==> src/rtl/dtiv_pkg.sv <==
package dtiv_pkg;

  // Field widths of one item and one result.
  localparam int YearW  = 14;
  localparam int MonthW = 4;
  localparam int DayW   = 5;
  localparam int DiffW  = 23;

  localparam int MaxYearDefault = 9999;

  // Serial day numbers for any 14-bit year stay below 2**23.
  localparam int SerW = 23;

  // Quotient widths for the leap year count.
  localparam int QW     = YearW - 2;
  localparam int Div25W = QW - 4;
  // Width of the leap year count (up to 4096).
  localparam int LeapW  = QW + 1;

  // Reciprocal of 25 scaled by 2**17. It is exact for every QW-bit numerator.
  localparam int RecipShift = 17;
  localparam logic [12:0] Recip25 = 13'd5243;

  localparam logic [MonthW-1:0] MonthJan = MonthW'(1);
  localparam logic [MonthW-1:0] MonthFeb = MonthW'(2);
  localparam logic [MonthW-1:0] MonthMar = MonthW'(3);
  localparam logic [MonthW-1:0] MonthApr = MonthW'(4);
  localparam logic [MonthW-1:0] MonthMay = MonthW'(5);
  localparam logic [MonthW-1:0] MonthJun = MonthW'(6);
  localparam logic [MonthW-1:0] MonthJul = MonthW'(7);
  localparam logic [MonthW-1:0] MonthAug = MonthW'(8);
  localparam logic [MonthW-1:0] MonthSep = MonthW'(9);
  localparam logic [MonthW-1:0] MonthOct = MonthW'(10);
  localparam logic [MonthW-1:0] MonthNov = MonthW'(11);
  localparam logic [MonthW-1:0] MonthDec = MonthW'(12);

  // What one lane hands to the merge stage.
  typedef struct packed {
    logic            valid;
    logic            ok;
    logic [SerW-1:0] serial;
  } lane_res_t;

  // Floor of q / 25 by multiplication with the scaled reciprocal.
  function automatic logic [Div25W-1:0] div25(input logic [QW-1:0] q);
    logic [QW+13-1:0] p;
    p = (QW+13)'(q) * (QW+13)'(Recip25);
    return p[RecipShift+Div25W-1:RecipShift];
  endfunction

  // Days in a month; zero for codes that are no month.
  function automatic logic [DayW-1:0] month_len(input logic [MonthW-1:0] m,
                                                 input logic leap);
    logic [DayW-1:0] len;
    unique case (m)
      MonthFeb: len = leap ? DayW'(29) : DayW'(28);
      MonthApr, MonthJun, MonthSep, MonthNov: len = DayW'(30);
      MonthJan, MonthMar, MonthMay, MonthJul,
      MonthAug, MonthOct, MonthDec: len = DayW'(31);
      default: len = '0;
    endcase
    return len;
  endfunction

  // Days in the months before month m of a common year.
  function automatic logic [8:0] days_before(input logic [MonthW-1:0] m);
    logic [8:0] dbm;
    unique case (m)
      MonthJan: dbm = 9'd0;
      MonthFeb: dbm = 9'd31;
      MonthMar: dbm = 9'd59;
      MonthApr: dbm = 9'd90;
      MonthMay: dbm = 9'd120;
      MonthJun: dbm = 9'd151;
      MonthJul: dbm = 9'd181;
      MonthAug: dbm = 9'd212;
      MonthSep: dbm = 9'd243;
      MonthOct: dbm = 9'd273;
      MonthNov: dbm = 9'd304;
      MonthDec: dbm = 9'd334;
      default:  dbm = 9'd0;
    endcase
    return dbm;
  endfunction

endpackage

==> src/rtl/date_interval_in_days.sv <==
// Date interval in days.
// An item carries two proleptic Gregorian dates, a start (from_*) and an end
// (to_*), each as year, month and day. The block returns the end serial day
// number minus the start serial day number on day_difference_o.
// Input channel: an item is accepted at a rising edge where start_i is high
// and busy_o is low. The pipeline never stalls, so busy_o stays low and an
// item may be offered in every cycle.
// Output channel: done_o is high for exactly one cycle per item, with the
// result on day_difference_o and invalid_date_o in that cycle. Results leave
// in the order their items came in. The receiver cannot hold them off.
// Each item passes the first lane stage, the second lane stage and the merge stage
// in that order; done_o rises as the merge stage takes it. There are two register
// stages per date lane, then one merge stage. Throughput is one item per cycle.
// A bad year, month or day in either date sets invalid_date_o and forces the
// difference to zero. A difference beyond the result width saturates.
// Reset clears all stage valid flags, so nothing in flight is delivered.
module date_interval_in_days #(
  parameter int MaxYear = dtiv_pkg::MaxYearDefault
) (
  input  logic                               clk_i,
  input  logic                               rst_ni,
  input  logic                               start_i,
  output logic                               busy_o,
  input  logic [dtiv_pkg::YearW-1:0]         from_year_i,
  input  logic [dtiv_pkg::MonthW-1:0]        from_month_i,
  input  logic [dtiv_pkg::DayW-1:0]          from_day_i,
  input  logic [dtiv_pkg::YearW-1:0]         to_year_i,
  input  logic [dtiv_pkg::MonthW-1:0]        to_month_i,
  input  logic [dtiv_pkg::DayW-1:0]          to_day_i,
  output logic                               done_o,
  output logic signed [dtiv_pkg::DiffW-1:0]  day_difference_o,
  output logic                               invalid_date_o
);

  // Every stage advances each cycle, so the block never refuses an item.
  assign busy_o = 1'b0;

  logic accept;
  assign accept = start_i && !busy_o;

  dtiv_pkg::lane_res_t from_res, to_res;

  // The two dates go through identical lanes side by side.
  dtiv_lane #(
    .MaxYear(MaxYear)
  ) u_from_lane (
    .clk_i  (clk_i),
    .rst_ni (rst_ni),
    .valid_i(accept),
    .year_i (from_year_i),
    .month_i(from_month_i),
    .day_i  (from_day_i),
    .res_o  (from_res)
  );

  dtiv_lane #(
    .MaxYear(MaxYear)
  ) u_to_lane (
    .clk_i  (clk_i),
    .rst_ni (rst_ni),
    .valid_i(accept),
    .year_i (to_year_i),
    .month_i(to_month_i),
    .day_i  (to_day_i),
    .res_o  (to_res)
  );

  // The merge stage forms the difference and registers the result.
  dtiv_merge u_merge (
    .clk_i           (clk_i),
    .rst_ni          (rst_ni),
    .from_i          (from_res),
    .to_i            (to_res),
    .done_o          (done_o),
    .day_difference_o(day_difference_o),
    .invalid_date_o  (invalid_date_o)
  );

endmodule

==> src/rtl/dtiv_lane.sv <==
// One date to its serial day number, in two register stages.
module dtiv_lane #(
  parameter int MaxYear = dtiv_pkg::MaxYearDefault
) (
  input  logic                         clk_i,
  input  logic                         rst_ni,
  input  logic                         valid_i,
  input  logic [dtiv_pkg::YearW-1:0]   year_i,
  input  logic [dtiv_pkg::MonthW-1:0]  month_i,
  input  logic [dtiv_pkg::DayW-1:0]    day_i,
  output dtiv_pkg::lane_res_t          res_o
);

  localparam int YW = dtiv_pkg::YearW;
  localparam int QW = dtiv_pkg::QW;
  localparam int DW = dtiv_pkg::Div25W;
  localparam int LW = dtiv_pkg::LeapW;
  localparam int SW = dtiv_pkg::SerW;

  // Stage 1: range checks, leap test and the divisions by 4, 100 and 400.
  logic [YW-1:0] prev;
  logic [QW-1:0] y4, y16, q4;
  logic [DW-1:0] d100, d400;
  logic          div4, cent, quad, leap, ok;
  logic [dtiv_pkg::DayW-1:0] len;

  always_comb begin
    prev = year_i - YW'(1);
    q4   = prev[YW-1:2];
    d100 = dtiv_pkg::div25(q4);
    d400 = dtiv_pkg::div25(QW'(prev[YW-1:4]));
    y4   = year_i[YW-1:2];
    y16  = QW'(year_i[YW-1:4]);
    div4 = (year_i[1:0] == 2'b00);
    cent = div4 && (QW'(QW'(dtiv_pkg::div25(y4)) * QW'(25)) == y4);
    quad = (year_i[3:0] == 4'b0000) &&
           (QW'(QW'(dtiv_pkg::div25(y16)) * QW'(25)) == y16);
    leap = div4 && (!cent || quad);
    len  = dtiv_pkg::month_len(month_i, leap);
    ok   = (year_i != '0) && ({2'b00, year_i} <= 16'(MaxYear)) &&
           (len != '0) && (day_i != '0) && (day_i <= len);
  end

  logic                        valid1_q;
  logic                        ok1_q, leap1_q;
  logic [YW-1:0]               year1_q;
  logic [dtiv_pkg::MonthW-1:0] month1_q;
  logic [dtiv_pkg::DayW-1:0]   day1_q;
  logic [QW-1:0]               q4_q;
  logic [DW-1:0]               d100_q, d400_q;

  always_ff @(posedge clk_i or negedge rst_ni) begin
    if (!rst_ni) begin
      valid1_q <= 1'b0;
    end else begin
      valid1_q <= valid_i;
    end
  end

  always_ff @(posedge clk_i) begin
    ok1_q    <= ok;
    leap1_q  <= leap;
    year1_q  <= year_i;
    month1_q <= month_i;
    day1_q   <= day_i;
    q4_q     <= q4;
    d100_q   <= d100;
    d400_q   <= d400;
  end

  // Stage 2: add up the serial day number.
  logic [LW-1:0] leaps;
  logic [SW-1:0] serial_d;
  logic          adj;

  always_comb begin
    leaps    = LW'(q4_q) - LW'(d100_q) + LW'(d400_q) + LW'(1);
    adj      = leap1_q && (month1_q > dtiv_pkg::MonthFeb);
    serial_d = SW'(day1_q) + SW'(dtiv_pkg::days_before(month1_q)) + SW'(adj) +
               SW'(year1_q) * SW'(365) + SW'(leaps);
  end

  logic          valid2_q, ok2_q;
  logic [SW-1:0] serial_q;

  always_ff @(posedge clk_i or negedge rst_ni) begin
    if (!rst_ni) begin
      valid2_q <= 1'b0;
    end else begin
      valid2_q <= valid1_q;
    end
  end

  always_ff @(posedge clk_i) begin
    ok2_q    <= ok1_q;
    serial_q <= serial_d;
  end

  assign res_o.valid  = valid2_q;
  assign res_o.ok     = ok2_q;
  assign res_o.serial = serial_q;

endmodule

==> src/rtl/dtiv_merge.sv <==
// End serial minus start serial, saturated to the result width; zero on a bad date.
module dtiv_merge (
  input  logic                               clk_i,
  input  logic                               rst_ni,
  input  dtiv_pkg::lane_res_t                from_i,
  input  dtiv_pkg::lane_res_t                to_i,
  output logic                               done_o,
  output logic signed [dtiv_pkg::DiffW-1:0]  day_difference_o,
  output logic                               invalid_date_o
);

  localparam int SW = dtiv_pkg::SerW;
  localparam int OW = dtiv_pkg::DiffW;
  localparam logic signed [SW:0] SatHi = (SW+1)'((1 << (OW-1)) - 1);
  localparam logic signed [SW:0] SatLo = -SatHi - (SW+1)'(1);

  logic signed [SW:0]   diff;
  logic signed [OW-1:0] diff_d;
  logic                 invalid_d;

  always_comb begin
    diff      = $signed({1'b0, to_i.serial}) - $signed({1'b0, from_i.serial});
    invalid_d = !(from_i.ok && to_i.ok);
    if (invalid_d) begin
      diff_d = '0;
    end else if (diff > SatHi) begin
      diff_d = OW'(SatHi);
    end else if (diff < SatLo) begin
      diff_d = OW'(SatLo);
    end else begin
      diff_d = OW'(diff);
    end
  end

  logic                 done_q;
  logic signed [OW-1:0] diff_q;
  logic                 invalid_q;

  always_ff @(posedge clk_i or negedge rst_ni) begin
    if (!rst_ni) begin
      done_q <= 1'b0;
    end else begin
      done_q <= from_i.valid && to_i.valid;
    end
  end

  always_ff @(posedge clk_i) begin
    diff_q    <= diff_d;
    invalid_q <= invalid_d;
  end

  assign done_o           = done_q;
  assign day_difference_o = diff_q;
  assign invalid_date_o   = invalid_q;

endmodule

==> config.mk <==
export PLATFORM = sky130hd
export DESIGN_NAME = date_interval_in_days
export DESIGN_NICKNAME = d
export VERILOG_FILES = /design/src/rtl/dtiv_pkg.sv /design/src/rtl/date_interval_in_days.sv /design/src/rtl/dtiv_lane.sv /design/src/rtl/dtiv_merge.sv
export SDC_FILE = /design/constraint.sdc
export NUM_CORES = 1
export LEC_CHECK = 0
export ABC_AREA = 1
export BUFFER_PORTS_ARGS = -buffer_cell sky130_fd_sc_hd__buf_2
export CORE_UTILIZATION = 49
export CTS_BUF_LIST = sky130_fd_sc_hd__clkbuf_8 sky130_fd_sc_hd__clkbuf_16
export DETAILED_ROUTE_END_ITERATION = 16
export HOLD_SLACK_MARGIN = 0.15
export SLEW_MARGIN = 20
export SYNTH_ARGS = -nofsm -noshare
export SYNTH_HDL_FRONTEND = slang
export SYNTH_SLANG_ARGS = --single-unit
==> constraint.sdc <==
create_clock -name clk_i -period 6.6 [get_ports clk_i]
set_input_delay 0.33 -clock clk_i [delete_from_list [all_inputs] [get_ports clk_i]]
set_output_delay 0.33 -clock clk_i [all_outputs]
set_load 0.005 [all_outputs]
Word level (Yosys, flattened, before mapping). Memory sizes are Yosys's and may differ from the RTL's. A register that Yosys moved wholly into a read port is not among the register bits. Cells that the tools add are included. Widths: inputs -> output; s select.

Bits of input ports: 49. Word-level logic and storage cells: 139. Register bits: 177. Memories kept: 2. Memory bits (read-only): 288. Output and inout bits: 26.

Equal/unequal tests: 28. Multiplexer cells: 6. Bitwise logic cells: 1. Reductions and logical operators: 37. $lt $le $gt $ge: 8. $add $sub $neg: 17. Multiply operators: 14.

Memory list: (name not given) (words 16, bits a word 9, rd ports 1, clocked after memory_dff 1, wr ports 0, line dtiv_pkg.sv:68) `unique case (m)`; (name not given) (words 16, bits a word 9, rd ports 1, clocked after memory_dff 1, wr ports 0, line dtiv_pkg.sv:68).

Operators with widths (count): $mul 12x13->25 const B (4); $mul 10x13->23 const B (4); $add 23x1->23 (2); $add 23x13->23 (2); $add 23x23->23 (2); $mul 14x9->23 const B (2); $eq 4x4->1 const B (10); $eq 4x3->1 const B (8); $pmux 5 s3 (2); $le 14x14->1 const B (2); $reduce_bool 14->1 (2); $sub 14x1->14 const B (2); $add 13x1->13 const B (2); $add 13x6->13 (2); $sub 12x8->13 (2); $eq 12x12->1 (2); $gt 24x23->1 const B (1); $lt 24x23->1 const B (1); $mul 8x5->12 const B (2); $sub 23x23->24 (1); $mux 23 (1); $eq 11x10->1 (2); $mul 6x5->11 const B (2); $mux 22 (1); 16 further kinds (50).

Longest topological paths before layout.
Word-level depth: 13. Depth in mapped cells: 50. Mapped depth without buffers: 49.

Modules after synthesis. From an unflattened synthesis, not the netlist that was laid out.

Cells, all modules: 4263. Area, all modules: 34456.8 sq um.

By module, submodules not included: dtiv_lane at u_to_lane (cells an instance 1906, times used 1, area each 15972.8 sq um, seq. area each 1731.7 sq um); dtiv_lane at u_from_lane (cells an instance 1924, times used 1, area each 15959.1 sq um, seq. area each 1731.7 sq um); dtiv_merge (cells an instance 431, times used 1, area each 2513.7 sq um, seq. area each 505.5 sq um); date_interval_in_days (cells an instance 2, times used 1, area each 11.3 sq um, seq. area each 0.0 sq um).

Worst setup path before layout. No wires, ideal clock.

Path kind: input-to-reg. Start: input to_year_i[8] in the netlist's numbering. End: register u_to_lane.ok1_q. Stages: 42. Required time: 6.485 ns. Data arrival time: 7.604 ns. Setup slack: -1.118 ns. Library setup time: 0.115 ns. Path buffers: 1. Cell sequence: clkbuf_1 > inv_1 > fa_1 > fa_1 > fa_1 > inv_1 > fa_1 > inv_1 > fa_1 > inv_1 > ha_1 > nand2_1 > inv_1 > nand2_1 > nand2_1 > a21oi_1 > nand2_1 > nand2_1 > (+6 left out) > inv_1 > ha_1 > a21oi_1 > nand2_1 > nand2_1 > nand2_1 > xor2_1 > nor2_1 > nand2_1 > nor2_1 > nand4_1 > nand2_1 > nand2_1 > nand2_1 > nand2_1 > ha_1 > a21oi_1 > a2111oi_0.

Word-level cells in the longest chain between the ends: 13. Elaborated cells on any way between the ends: 21. Classes of those cells: mul (4); order compare (2); eq/ne (2); mux (2); reduce/logical (11).

Ends and longest elaborated chain: start, declared (line date_interval_in_days.sv:27) `input logic [dtiv_pkg::YearW-1:0] to_year_i,`; $mul 12x13->25 (line dtiv_pkg.sv:47) `p = (QW+13)'(q) * (QW+13)'(Recip25);`; $mul 8x5->12 (line dtiv_lane.sv:35) `cent = div4 && (QW'(QW'(dtiv_pkg::div25(y4)) * QW'(25)) == y4);`; $eq 12x12->1 (line dtiv_lane.sv:35); $logic_and 1x1->1 (line dtiv_lane.sv:35); $logic_not 1->1 (line dtiv_lane.sv:38) `leap = div4 && (!cent || quad);`; $logic_or 1x1->1 (*) (line dtiv_lane.sv:38); $logic_and 1x1->1 (*) (line dtiv_lane.sv:38); named net u_to_lane.leap (line dtiv_lane.sv:24) `logic div4, cent, quad, leap, ok;`; $mux 1 (*) (line dtiv_pkg.sv:56) `MonthFeb: len = leap ? DayW'(29) : DayW'(28);`; $pmux 5 s3 (*) (line dtiv_pkg.sv:55) `unique case (m)`; branches (longest 3 deep; another with $le 5x5->1); $logic_and 1x1->1 (*) (line dtiv_lane.sv:41) `(len != '0) && (day_i != '0) && (day_i <= len);`; named net u_to_lane.ok (line dtiv_lane.sv:24); end signal, assigned (line dtiv_lane.sv:61) `ok1_q <= ok;`; end, declared (line dtiv_lane.sv:45) `logic ok1_q, leap1_q;`.

Mark *: on every way through the listed nets, which the timed path passes. A chain may end at the register's enable or synchronous reset.

Final worst setup path.
Start: input from_year_i[9] in the netlist's numbering. End: register u_from_lane.ok1_q.

Word-level cells in the longest chain between the ends: 13. Elaborated cells on any way between the ends: 21. Classes of those cells: mul (4); order compare (2); eq/ne (2); mux (2); reduce/logical (11).

Ends and longest elaborated chain: start, declared (line date_interval_in_days.sv:24) `input logic [dtiv_pkg::YearW-1:0] from_year_i,`; $mul 12x13->25 (line dtiv_pkg.sv:47); $mul 8x5->12 (line dtiv_lane.sv:35); $eq 12x12->1 (line dtiv_lane.sv:35); $logic_and 1x1->1 (line dtiv_lane.sv:35); $logic_not 1->1 (line dtiv_lane.sv:38); $logic_or 1x1->1 (*) (line dtiv_lane.sv:38); $logic_and 1x1->1 (*) (line dtiv_lane.sv:38); named net u_from_lane.leap (line dtiv_lane.sv:24); $mux 1 (*) (line dtiv_pkg.sv:56); $pmux 5 s3 (*) (line dtiv_pkg.sv:55); branches (longest 3 deep; another with $le 5x5->1); $logic_and 1x1->1 (*) (line dtiv_lane.sv:41); named net u_from_lane.ok (line dtiv_lane.sv:24); end signal, assigned (line dtiv_lane.sv:61); end, declared (line dtiv_lane.sv:45).

Marked as above.

==> impl_metrics.toml <==
[logic_synthesis]
synth_edf_count = 0
yosys.area_share.adder_pct = 50.2
muxShareOfSynthArea_pct = 0
synth_cell_type_count = 57
synth_xor_xnor_area_share_pct = 5.55
synthFlopType = "sky130_fd_sc_hd__dfxtp_1"
synthesis.area_um2 = 33600
dominant_combinational_cell_family_by_area_after_synthesis = "adder cells"
postSynthRegisterBits = 195
syn_area_per_cell_um2 = 8.31
mappedNetlistNets = 5217
synth_compound_gate_area_share_pct = 8.26
synth_simple_gate_area_share_pct = 13.3
synth_warnings = 0
synth_seq_area_share_pct = 11.7
synth_cells = 4042
synth_async_sr_flop_share_pct = 1.54

[critical_path]
crit_path_capture_type = "flip-flop"
startpoint_type = "input pin"
path_common_cell = "sky130_fd_sc_hd__fa_1"
regToRegStartpoint = "u_from_lane.d400_q[2]$_DFF_P_"
critical_path.startpoint = "from_year_i[9]"
cp.required_ns = 6.93
cp_data_arrival_time_ns = 7.60
critical_path_class = "input pin to flip-flop"
critical-path-slowest-cell = "sky130_fd_sc_hd__fa_1"
critical-path-max-stage-delay_ns = 0.59
crit_path_max_fanout = 6

[detailed_routing]
route.detailed.wl_per_inst_um = 15.8
vias_per_cell = 5.00
drt_drc_violations_left = 0
ant_nets = 0
num_vias = 26900
finalWirelength_um = 84900
detail_route.iter0.violations = 1306
drtPass1Iterations = 5

[sta]
setup_ws_ns = -0.672
grt_setup_unrepaired = "true"
final-hold-violation-count = 0
timing.max_slew.rel_slack_pct = 51.2
slew_violations = 0
worst_clock_skew_ns = 0.00913
report.final.setup_viol = 2
min_clock_period_post_route_ns = 7.27
layout_worst_path_cycle_share_pct = 110
max_freq_ghz = 0.138
actual_slew_at_the_worst_max_slew_pin_ns = 0.726
setup-tns-final_ns = -1.22

[layout]
post-route-cell-area_um2 = 40100
drive_gt1_share_pct = 16.2
layout.nets = 5670
insertedDiodeCount = 0
area_growth_pct = 19.5
nFillCells = 6178

[clock_network]
cts.htree.levels = 4
clk-insertion-delay-late_ns = 0.45
numCtsBuffers = 17
clockBufferDepth = 2
tritoncts_clock_tree = "done"
ctsRootBufferMaster = "sky130_fd_sc_hd__clkbuf_16"
number_of_clock_sinks_seen_by_cts = 195
clk_transition_reported_paths_ns = 0.07

[floorplan]
io_pins = 75
die_area_um2 = 69600
initial_core_util_pct = 49.8
die_extent_in_y_um = 264
coreArea_um2 = 67500
placementRows = 95
fp.dieW_um = 264

[global_route]
grt_first_pass_wirelength_um = 138000
groute.usage.overall_pct = 24.8
grt_max_degree = 22
first_global_vias = 27200
grt_antenna_before_repair = 3
overflow = 0

[min_path]
min_path_type = "input pin to flip-flop"
holdCritStartpoint = "to_year_i[11]"

[placed_design]
detailed_place.area_um2 = 37600
preCtsSetupSlack_ns = -1.43
port_buffers = 73
gp_routability_congestion = 0.948
dp.final_hpwl_um = 74600

[outcome]
outcome = "finished, violations left"
violations = "setup timing"

[run]
max_cap_viol_count = 0
## cell type report
| cell class | instances | area [µm²] | area share (%) |
|---|---|---|---|
| tap | 873 | 1090 | 2.72 |
| inverter | 959 | 3610 | 9.00 |
| timing repair buffer | 448 | 3360 | 8.37 |
| clock buffer | 19 | 453 | 1.13 |
| sequential | 195 | 3920 | 9.76 |
| clock inverter | 12 | 173 | 0.430 |
| multi-input combinational | 2874 | 27500 | 68.6 |
## Yosys cell counts, types with 4 or more instances
cell type	number	area share [%]
sky130_fd_sc_hd__o21ai_1	5	0.074
sky130_fd_sc_hd__or2_2	10	0.19
sky130_fd_sc_hd__a31oi_1	13	0.24
sky130_fd_sc_hd__o21ai_0	106	1.6
sky130_fd_sc_hd__a21boi_0	7	0.16
sky130_fd_sc_hd__nor3_1	39	0.58
sky130_fd_sc_hd__o21a_1	14	0.31
sky130_fd_sc_hd__nand3_1	171	2.5
sky130_fd_sc_hd__nor2_1	196	2.2
sky130_fd_sc_hd__o211ai_1	12	0.27
sky130_fd_sc_hd__ha_1	756	28
sky130_fd_sc_hd__a211oi_1	7	0.16
sky130_fd_sc_hd__a21oi_2	6	0.16
sky130_fd_sc_hd__nor4_1	14	0.26
sky130_fd_sc_hd__xnor2_1	67	1.7
sky130_fd_sc_hd__o21bai_1	17	0.38
sky130_fd_sc_hd__nand2_1	557	6.2
sky130_fd_sc_hd__inv_1	956	11
sky130_fd_sc_hd__fa_1	370	22
sky130_fd_sc_hd__buf_2	4	0.060
sky130_fd_sc_hd__nand3b_1	11	0.25
sky130_fd_sc_hd__o31ai_1	7	0.16
sky130_fd_sc_hd__a221oi_1	4	0.10
sky130_fd_sc_hd__xor2_1	139	3.6
sky130_fd_sc_hd__a21o_1	26	0.58
sky130_fd_sc_hd__a21oi_1	244	3.6
sky130_fd_sc_hd__nand4_1	39	0.73
sky130_fd_sc_hd__dfxtp_1	192	11
## registers in the layout (all words and copies together) (netlist names), 4 cells and up, named ones only
register                  count
u_from_lane.year1_q          14
u_to_lane.year1_q            14
u_to_lane.month1_q            4
u_from_lane.d400_q            6
u_merge.day_difference_o     23
u_from_lane.month1_q          4
u_from_lane.d100_q            8
u_to_lane.serial_q           23
u_to_lane.q4_q               12
u_from_lane.serial_q         23
u_to_lane.d400_q              6
u_to_lane.d100_q              8
u_from_lane.q4_q             12
u_to_lane.day1_q              5
u_from_lane.day1_q            5
## what timing repair did
action | CTS | global route
setup buffers | 21 | 9
setup endpoints to repair | 4 | 7
hold buffers | 23 | 1
pin swaps | 105 | 149
endpoints found under the hold margin | 26 | 1
gates resized for setup | 98 | 191
## metrics by stage
stage | utilization, % | hold WS, ns | cells
after floorplan | - | 0.0344 | 4042
after global placement | 55.7 | 0.126 | 5301
after detailed placement | 55.7 | 0.129 | 5301
after CTS | 57.9 | 0.121 | 5375
after global routing | 59.4 | 0.156 | 5380
final | 59.4 | 0.177 | 5380
## cells by family after synthesis
family | after synthesis
fa+ha+maj | 1126
simple gates | 1053
buf+inv | 973
compound gates | 485
xor+xnor | 209
flops | 195
other cells | 1
## critical path: cells and delay by family
kind | cells | cell delay, ns
and+or+nand+nor | 16 | 1.24
AOI/OAI and AO/OA | 7 | 1.00
xor gates and xnor gates | 1 | 0.24
buffers and inverters | 8 | 0.47
adders and majority gates | 11 | 4.31
## final timing paths
| kind | end | slack, ns | depth (start not counted) |
|---|---|---|---|
| worst max-delay path | u_from_lane.ok1_q$_DFF_P_ | -0.67 | 43 |
| worst min-delay path | u_to_lane.year1_q[11]$_DFF_P_ | 0.18 | 2 |
| worst max register to register | u_from_lane.serial_q[22]$_DFF_P_ | 0.85 | 27 |
| worst min register to register | u_merge.done_o$_DFF_PN0_ | 0.35 | 0 |
| max in group asynchronous | u_from_lane.valid1_q$_DFF_PN0_ | 6.30 | 2 |
| min in group asynchronous | u_from_lane.valid2_q$_DFF_PN0_ | 0.19 | 2 |
## layout by cell type (no fill, tap or decap), drive strengths merged, types with 4 or more instances in the layout
cell type / instances
a211oi: 7
a21boi: 8
a21o: 26
a21oi: 251
a221oi: 4
a31oi: 13
buf: 424
clkbuf: 19
clkinv: 5
dfxtp: 192
dlygate4sd3: 24
fa: 370
ha: 756
inv: 962
nand2: 562
nand3: 173
nand3b: 11
nand4: 39
nor2: 197
nor3: 39
nor4: 14
o211ai: 12
o21a: 14
o21ai: 113
o21bai: 17
o31ai: 7
or2: 11
xnor2: 67
xor2: 140
## layer usage
| metal | part of all wire (%) | track usage, % | wire, µm |
|---|---|---|---|
| met4 | 2.8 | 7.07 | 2380 |
| met2 | 45 | 40.3 | 38200 |
| met3 | 3.7 | 2.82 | 3140 |
| met1 | 49 | 34.9 | 41200 |
| met5 | 0.053 | 0 | 45 |
Power is not shown: default switching activity piles up to over one toggle a cycle in this logic, so the estimate is an artifact.
